$ cat config.mk
export PLATFORM = sky130hd
export DESIGN_NAME = deadline_task_table_top
export DESIGN_NICKNAME = d
export VERILOG_FILES = /design/src/dtt_pkg.sv /design/src/dtt_ram.sv /design/src/deadline_task_table_top.sv
export SDC_FILE = /design/constraint.sdc
export NUM_CORES = 2
export LEC_CHECK = 0
export ABC_AREA = 1
export ABC_CLOCK_PERIOD_IN_PS = 27800
export BUFFER_PORTS_ARGS = -buffer_cell sky130_fd_sc_hd__buf_4
export CAP_MARGIN = 0
export CORE_UTILIZATION = 35
export DETAILED_ROUTE_END_ITERATION = 16
export PLACE_DENSITY_LB_ADDON = 0.08
export REMOVE_ABC_BUFFERS = 1
export SYNTH_ARGS = -nofsm -noshare
export SYNTH_HDL_FRONTEND = slang
export SYNTH_SLANG_ARGS = --single-unit
$ cat constraint.sdc
create_clock -name clk_i -period 27.8 [get_ports clk_i]
set_clock_uncertainty 0.1 [all_clocks]
set_input_delay 1.39 -clock clk_i [delete_from_list [all_inputs] [get_ports clk_i]]
set_output_delay 1.39 -clock clk_i [all_outputs]
set_load 0.03 [all_outputs]
$ cat src/dtt_pkg.sv
// ============================================================================
// dtt_pkg: shared definitions for the deadline task table
// Entry layout, command codes and status codes.
// ============================================================================
package dtt_pkg;

  localparam int unsigned TableDepth = 16;
  localparam int unsigned IdxW = $clog2(TableDepth);
  localparam int unsigned CntW = $clog2(TableDepth + 1);

  localparam logic [2:0] ModeAdd    = 3'd0;
  localparam logic [2:0] ModeLookup = 3'd1;
  localparam logic [2:0] ModeReady  = 3'd2;
  localparam logic [2:0] ModeRemove = 3'd3;
  localparam logic [2:0] ModeSort   = 3'd4;

  localparam logic [1:0] StOk   = 2'd0;
  localparam logic [1:0] StMiss = 2'd1;
  localparam logic [1:0] StFull = 2'd2;

  typedef struct packed {
    logic [31:0] id;
    logic        kind;
    logic [31:0] release_t;
    logic [31:0] deadline;
    logic [31:0] completion;
  } entry_t;

  typedef struct packed {
    logic            we;
    logic [IdxW-1:0] waddr;
    entry_t          wdata;
    logic [IdxW-1:0] raddr;
  } mem_ctl_t;

endpackage

$ cat src/dtt_ram.sv
// ============================================================================
// dtt_ram: entry storage
// One write port and one registered read port.
// ============================================================================
module dtt_ram (
  input  logic              clk_i,
  input  dtt_pkg::mem_ctl_t ctl_i,
  output dtt_pkg::entry_t   rdata_o
);

  dtt_pkg::entry_t mem [dtt_pkg::TableDepth];

  always_ff @(posedge clk_i) begin
    if (ctl_i.we) begin
      mem[ctl_i.waddr] <= ctl_i.wdata;
    end
    rdata_o <= mem[ctl_i.raddr];
  end

endmodule

$ cat src/deadline_task_table_top.sv
// ============================================================================
// deadline_task_table_top: earliest-deadline task table
// Sequencer walking the entry RAM one read per step with one shared comparator.
// ============================================================================
//  channel  | handshake          | payload
//  command  | start_i, busy_o    | mode_i, task_id_i, ... current_time_i
//  result   | done_o (one cycle) | status_o, found_*_o
// Add writes the new entry at the end; lookup and next ready read, then compare, each entry scanned.
// Remove scans then shifts the tail, reading and then writing back each entry moved.
// Sort reads entry i then entry j to start each pass, then compares and, when out of order, swaps.
// Reset clears the entry count and the sequencer but not the entry RAM.
// The result port cannot be stalled.
module deadline_task_table_top (
  input  logic        clk_i,
  input  logic        rst_ni,
  input  logic        start_i,
  output logic        busy_o,
  input  logic [2:0]  mode_i,
  input  logic [31:0] task_id_i,
  input  logic        task_kind_i,
  input  logic [31:0] release_time_i,
  input  logic [31:0] deadline_i,
  input  logic [31:0] completion_time_i,
  input  logic [31:0] current_time_i,
  output logic        done_o,
  output logic [1:0]  status_o,
  output logic [31:0] found_id_o,
  output logic        found_kind_o,
  output logic [31:0] found_release_o,
  output logic [31:0] found_deadline_o,
  output logic [31:0] found_completion_o
);

  localparam int unsigned IdxW = dtt_pkg::IdxW;
  localparam int unsigned CntW = dtt_pkg::CntW;

  typedef enum logic [3:0] {
    S_IDLE, S_SRD, S_SCMP, S_SHRD, S_SHWR, S_RDI, S_RDJ, S_CMP, S_SWP, S_DONE
  } state_e;

  state_e          state_q, state_d;
  logic [CntW-1:0] cnt_q, cnt_d, i_q, i_d, j_q, j_d;
  logic [2:0]      mode_q, mode_d;
  logic [31:0]     key_q, key_d;
  dtt_pkg::entry_t a_q, a_d, res_q, res_d;
  logic [1:0]      st_q, st_d;
  logic            done_d;
  dtt_pkg::mem_ctl_t ctl;
  dtt_pkg::entry_t rdata, new_e;
  logic            hit;

  dtt_ram u_ram (.clk_i(clk_i), .ctl_i(ctl), .rdata_o(rdata));

  assign new_e = '{id: task_id_i, kind: task_kind_i, release_t: release_time_i,
                   deadline: deadline_i, completion: completion_time_i};

  always_comb begin
    if (mode_q == dtt_pkg::ModeReady) begin
      hit = rdata.release_t <= key_q;
    end else if (mode_q == dtt_pkg::ModeSort) begin
      hit = a_q.deadline > rdata.deadline;
    end else begin
      hit = rdata.id == key_q;
    end
  end

  always_comb begin
    state_d = state_q;
    cnt_d = cnt_q;
    i_d = i_q;
    j_d = j_q;
    mode_d = mode_q;
    key_d = key_q;
    a_d = a_q;
    res_d = res_q;
    st_d = st_q;
    done_d = 1'b0;
    ctl = '0;
    ctl.raddr = i_q[IdxW-1:0];
    unique case (state_q)
      S_IDLE: begin
        if (start_i) begin
          mode_d = mode_i;
          key_d = (mode_i == dtt_pkg::ModeReady) ? current_time_i : task_id_i;
          i_d = '0;
          j_d = CntW'(1);
          res_d = '0;
          st_d = dtt_pkg::StOk;
          unique case (mode_i) inside
            dtt_pkg::ModeAdd: begin
              if (cnt_q == CntW'(dtt_pkg::TableDepth)) begin
                st_d = dtt_pkg::StFull;
              end else begin
                ctl.we = 1'b1;
                ctl.waddr = cnt_q[IdxW-1:0];
                ctl.wdata = new_e;
                cnt_d = cnt_q + CntW'(1);
              end
              state_d = S_DONE;
            end
            dtt_pkg::ModeLookup, dtt_pkg::ModeReady, dtt_pkg::ModeRemove: begin
              if (cnt_q == '0) begin
                st_d = dtt_pkg::StMiss;
                state_d = S_DONE;
              end else begin
                state_d = S_SRD;
              end
            end
            dtt_pkg::ModeSort: begin
              state_d = (cnt_q > CntW'(1)) ? S_RDI : S_DONE;
            end
            default: begin
              st_d = dtt_pkg::StMiss;
              state_d = S_DONE;
            end
          endcase
        end
      end
      S_SRD: state_d = S_SCMP;
      S_SCMP: begin
        if (hit) begin
          res_d = rdata;
          if (mode_q == dtt_pkg::ModeRemove) begin
            state_d = S_SHRD;
          end else begin
            state_d = S_DONE;
          end
        end else if (i_q + CntW'(1) == cnt_q) begin
          st_d = dtt_pkg::StMiss;
          state_d = S_DONE;
        end else begin
          i_d = i_q + CntW'(1);
          state_d = S_SRD;
        end
      end
      S_SHRD: begin
        if (i_q + CntW'(1) >= cnt_q) begin
          cnt_d = cnt_q - CntW'(1);
          state_d = S_DONE;
        end else begin
          ctl.raddr = IdxW'(i_q + CntW'(1));
          state_d = S_SHWR;
        end
      end
      S_SHWR: begin
        ctl.we = 1'b1;
        ctl.waddr = i_q[IdxW-1:0];
        ctl.wdata = rdata;
        i_d = i_q + CntW'(1);
        state_d = S_SHRD;
      end
      S_RDI: begin
        ctl.raddr = i_q[IdxW-1:0];
        state_d = S_RDJ;
      end
      S_RDJ: begin
        a_d = rdata;
        ctl.raddr = j_q[IdxW-1:0];
        state_d = S_CMP;
      end
      S_CMP: begin
        if (hit) begin
          ctl.we = 1'b1;
          ctl.waddr = i_q[IdxW-1:0];
          ctl.wdata = rdata;
          a_d = rdata;
          state_d = S_SWP;
        end else begin
          state_d = S_SWP;
        end
        if (!hit) begin
          if (j_q + CntW'(1) < cnt_q) begin
            j_d = j_q + CntW'(1);
            ctl.raddr = IdxW'(j_q + CntW'(1));
            state_d = S_CMP;
          end else if (i_q + CntW'(2) < cnt_q) begin
            i_d = i_q + CntW'(1);
            j_d = i_q + CntW'(2);
            state_d = S_RDI;
          end else begin
            state_d = S_DONE;
          end
        end
      end
      S_SWP: begin
        ctl.we = 1'b1;
        ctl.waddr = j_q[IdxW-1:0];
        ctl.wdata = res_q;
        if (j_q + CntW'(1) < cnt_q) begin
          j_d = j_q + CntW'(1);
          ctl.raddr = IdxW'(j_q + CntW'(1));
          state_d = S_CMP;
        end else if (i_q + CntW'(2) < cnt_q) begin
          i_d = i_q + CntW'(1);
          j_d = i_q + CntW'(2);
          state_d = S_RDI;
        end else begin
          state_d = S_DONE;
        end
      end
      S_DONE: begin
        done_d = 1'b1;
        state_d = S_IDLE;
      end
      default: state_d = S_IDLE;
    endcase
    if (state_q == S_CMP && hit) begin
      res_d = a_q;
    end
    if (state_d == S_DONE && mode_q == dtt_pkg::ModeSort) begin
      res_d = '0;
    end
  end

  always_ff @(posedge clk_i or negedge rst_ni) begin
    if (!rst_ni) begin
      state_q <= S_IDLE;
      cnt_q <= '0;
      i_q <= '0;
      j_q <= '0;
      mode_q <= '0;
      key_q <= '0;
      a_q <= '0;
      res_q <= '0;
      st_q <= dtt_pkg::StOk;
      done_o <= 1'b0;
      status_o <= dtt_pkg::StOk;
      found_id_o <= '0;
      found_kind_o <= 1'b0;
      found_release_o <= '0;
      found_deadline_o <= '0;
      found_completion_o <= '0;
    end else begin
      state_q <= state_d;
      cnt_q <= cnt_d;
      i_q <= i_d;
      j_q <= j_d;
      mode_q <= mode_d;
      key_q <= key_d;
      a_q <= a_d;
      res_q <= res_d;
      st_q <= st_d;
      done_o <= done_d;
      if (done_d) begin
        status_o <= st_q;
        found_id_o <= res_q.id;
        found_kind_o <= res_q.kind;
        found_release_o <= res_q.release_t;
        found_deadline_o <= res_q.deadline;
        found_completion_o <= res_q.completion;
      end
    end
  end

  assign busy_o = state_q != S_IDLE;

  a_cnt_range: assert property (@(posedge clk_i) disable iff (!rst_ni)
    cnt_q <= CntW'(dtt_pkg::TableDepth)) else $error("entry count overflow");
  a_done_pulse: assert property (@(posedge clk_i) disable iff (!rst_ni)
    done_o |=> !done_o) else $error("done held two cycles");
  a_start_busy: assert property (@(posedge clk_i) disable iff (!rst_ni)
    (start_i && !busy_o) |=> busy_o) else $error("command not taken");

endmodule
==> impl_metrics.ini <==
[pwr]
ir_worst_vdd_uv = 184
power_density_mw_per_mm2 = 142
leakage_nw = 56.3

[yosys]
avgSynthCellArea_um2 = 10.0
synth_most_common_cell = nand2_1
synth-seq-cells = 2639
synth_seq_area_share_pct = 65.6
synthTopCellsByArea = edfxtp_1 (54%), nand3_1 (11%), dfrtp_1 (9.7%)
synth_top_area_cell = edfxtp_1
synthTopCellsByCount = nand2_1 (2951), nand3_1 (2513), edfxtp_1 (2064)
yosys.area.top_type_share_pct = 53.7
synth_edf_count = 2064
syn_inst = 11500
synthFlopType = edfxtp_1
async_flop_share_pct = 16.9
syn-cell-area_mm2 = 0.115
yosys_warnings = 0
ys_types = 50

[sta]
holdWs_ps = 371
grt_setup_unrepaired = false
tightest_slew_ps = 1360
layout_min_cycle_time_ps = 8510
drv_slew = 0
post-route-period-util_pct = 30.6
hold_violations = 0
final.setup.tns_ps = 0
maxSlewHeadroom_pct = 9.05
fmaxAchievable_mhz = 118
worst_slack_ps = 19290
setup_violations = 0

[status]
status = finished, final reports clean

[setup_path]
path_class = reg2reg
cp_cell_sequence = ha_1 -> nand2_1 -> nor2_1 -> nand2_1 -> nor4_2 -> a21boi_0 -> nand2_1 -> nand3_4 -> nand2_4 -> buf_4 -> a21boi_0 -> inv_1 -> nand2_1 -> nor2_4 -> buf_12 -> buf_4
r2r_start = u_ram.rdata_o[93]$_DFF_P_
ff2ff_setup_slack_ps = 19290
slowest_stage = nand2_4
critPathCaptureType = register
cp-start-kind = register
required_ps = 28230
crit_arrival_ps = 8940
r2r-end = u_ram.mem[12][19]$_DFFE_PP_
path_max_fanout = 77
critPathLaunch = u_ram.rdata_o[93]$_DFF_P_
crit_path_end = u_ram.mem[12][19]$_DFFE_PP_
max_stage_delay_ps = 940
crit_path_frequent_cell = nand2_1
reg2reg_depth = 16

[clock_network]
htree_levels = 5
post_cts_buffers = 0
cts_tree = built
clkSinkCount = 2639
numCtsBuffers = 311
hold_buffers = 0
clock_path_buffers = 4
clk_latency_ps = 930
postCtsResizedCells = 0
cts-root-buf = clkbuf_16
clk_pin_slew_ps = 60

[grt]
grt-ovfl-total = 0
grt_use_total_pct = 24.6
grt_pass1_vias = 81300
grt_pass1_wl_um = 598000
antenna_found_initial = 25
grt_max_degree = 161

[cells_and_area]
drive_gt1_share_pct = 8.59
nets = 11800
syn_to_final_growth_pct = 14.6
design_area_mm2 = 0.132
utilization_pct = 40.3

[die]
initial_core_util_pct = 35.2
die_y_um = 576
rows = 210
die-area_mm2 = 0.332
fp.dieW_um = 576
core_mm2 = 0.328
pin_count = 300

[drt]
drt_pass1_iterations = 6
vias_per_cell = 5.24
wirelength_um = 417000
drc = 0
via_count = 84800
drtAntennaViolNets = 0
drtIter0Drc = 8078
wl_per_cell_um = 25.7

[placed_design]
hpwlAfterDp_um = 220000
place_area_mm2 = 0.122
port_buffers = 299
finalWeightedCongestion = 0.876
place_ws_ps = 19360

[flow_run]
maxCapViolations = 0

[worst_hold_path]
hold_class = reg2reg
kinds of logic after synthesis:
| logic type | synth area share (%) |
|---|---|
| DFF | 65.6 |
| buffers and inverters | 7.84 |
| muxes | 0.185 |
| and+or+nand+nor | 21.4 |
| adders and majority gates | 0.911 |
| xor gates and xnor gates | 0.144 |
| AOI/OAI and AO/OA | 3.90 |
cells in the final DEF, fill, tap and decap left out, types with 38 or more instances in the layout:
cell,n
dfxtp_1,129
nor2_1,156
o211ai_1,71
inv_1,1566
ha_1,84
nand2_1,2943
dfrtp_1,446
edfxtp_1,2064
clkbuf_8,38
clkbuf_16,318
a21oi_1,168
nand3_1,2512
o21ai_0,352
buf_4,454
o221ai_1,100
clkbuf_1,121
stage by stage:
stage	power, mW	cells
after global placement	14.7	15600
after detailed placement	14.7	15600
final	18.7	16200
after global routing	19.9	16200
after floorplan	12.5	10800
after CTS	18.9	16200
worst max-delay path, delay by kind of cell (launching register included):
kind                     cells  cell delay, ps
adder cells (fa/ha/maj)      1             230
AND/OR/NAND/NOR              9            3790
flip-flops                   1             680
buffers and inverters        4            2400
AO/OA/AOI/OAI                2             550
registers in the layout, summed over array words and instances, names as in the netlist, 3 cells and up:
register            flops
found_deadline_o       32
mode_q                  3
found_completion_o     32
cnt_q                   5
found_id_o             32
j_q                     5
found_release_o        32
a_q                   129
state_q                 4
res_q                 129
u_ram.mem            2064
key_q                  32
i_q                     5
u_ram.rdata_o         129
power by group:
group          leakage (nW)  internal [mW]  switching [mW]
combinational          25.6           2.33            6.88
sequential             25.8           5.12           0.334
clock                  4.91           2.39            1.69
worst min-delay path by stage:
stage / start / to / slack [ps] / depth (start not counted)
CTS: rst_ni / res_q[17]$_DFFE_PN0P_ / 360 / 1
detailed placement: u_ram.rdata_o[12]$_DFF_P_ / a_q[12]$_DFFE_PN0P_ / 360 / 2
global placement: u_ram.rdata_o[3]$_DFF_P_ / a_q[3]$_DFFE_PN0P_ / 350 / 2
global route: rst_ni / res_q[17]$_DFFE_PN0P_ / 390 / 1
finish: u_ram.rdata_o[3]$_DFF_P_ / a_q[3]$_DFFE_PN0P_ / 370 / 2
floorplan: u_ram.rdata_o[0]$_DFF_P_ / a_q[0]$_DFFE_PN0P_ / 340 / 2
cell type report:
class	instances	area, um2
multi-input cells	6559	31100
diodes	8	20.0
clock buffers	477	8930
well taps	4346	5440
clock inverters	102	1160
flip-flops and latches	2639	75700
inverters	1578	5950
fillers	31800	195000
repair buffers	479	3890
layer usage:
metal	routed length (um)	GRT usage (%)	share of wire, %
met3	25300	2.83	6.1
met4	11000	6.64	2.7
met2	190000	39.0	46
met1	190000	35.6	46
met5	45	0	0.011
Note: power is estimated with default switching activity, not from simulation.
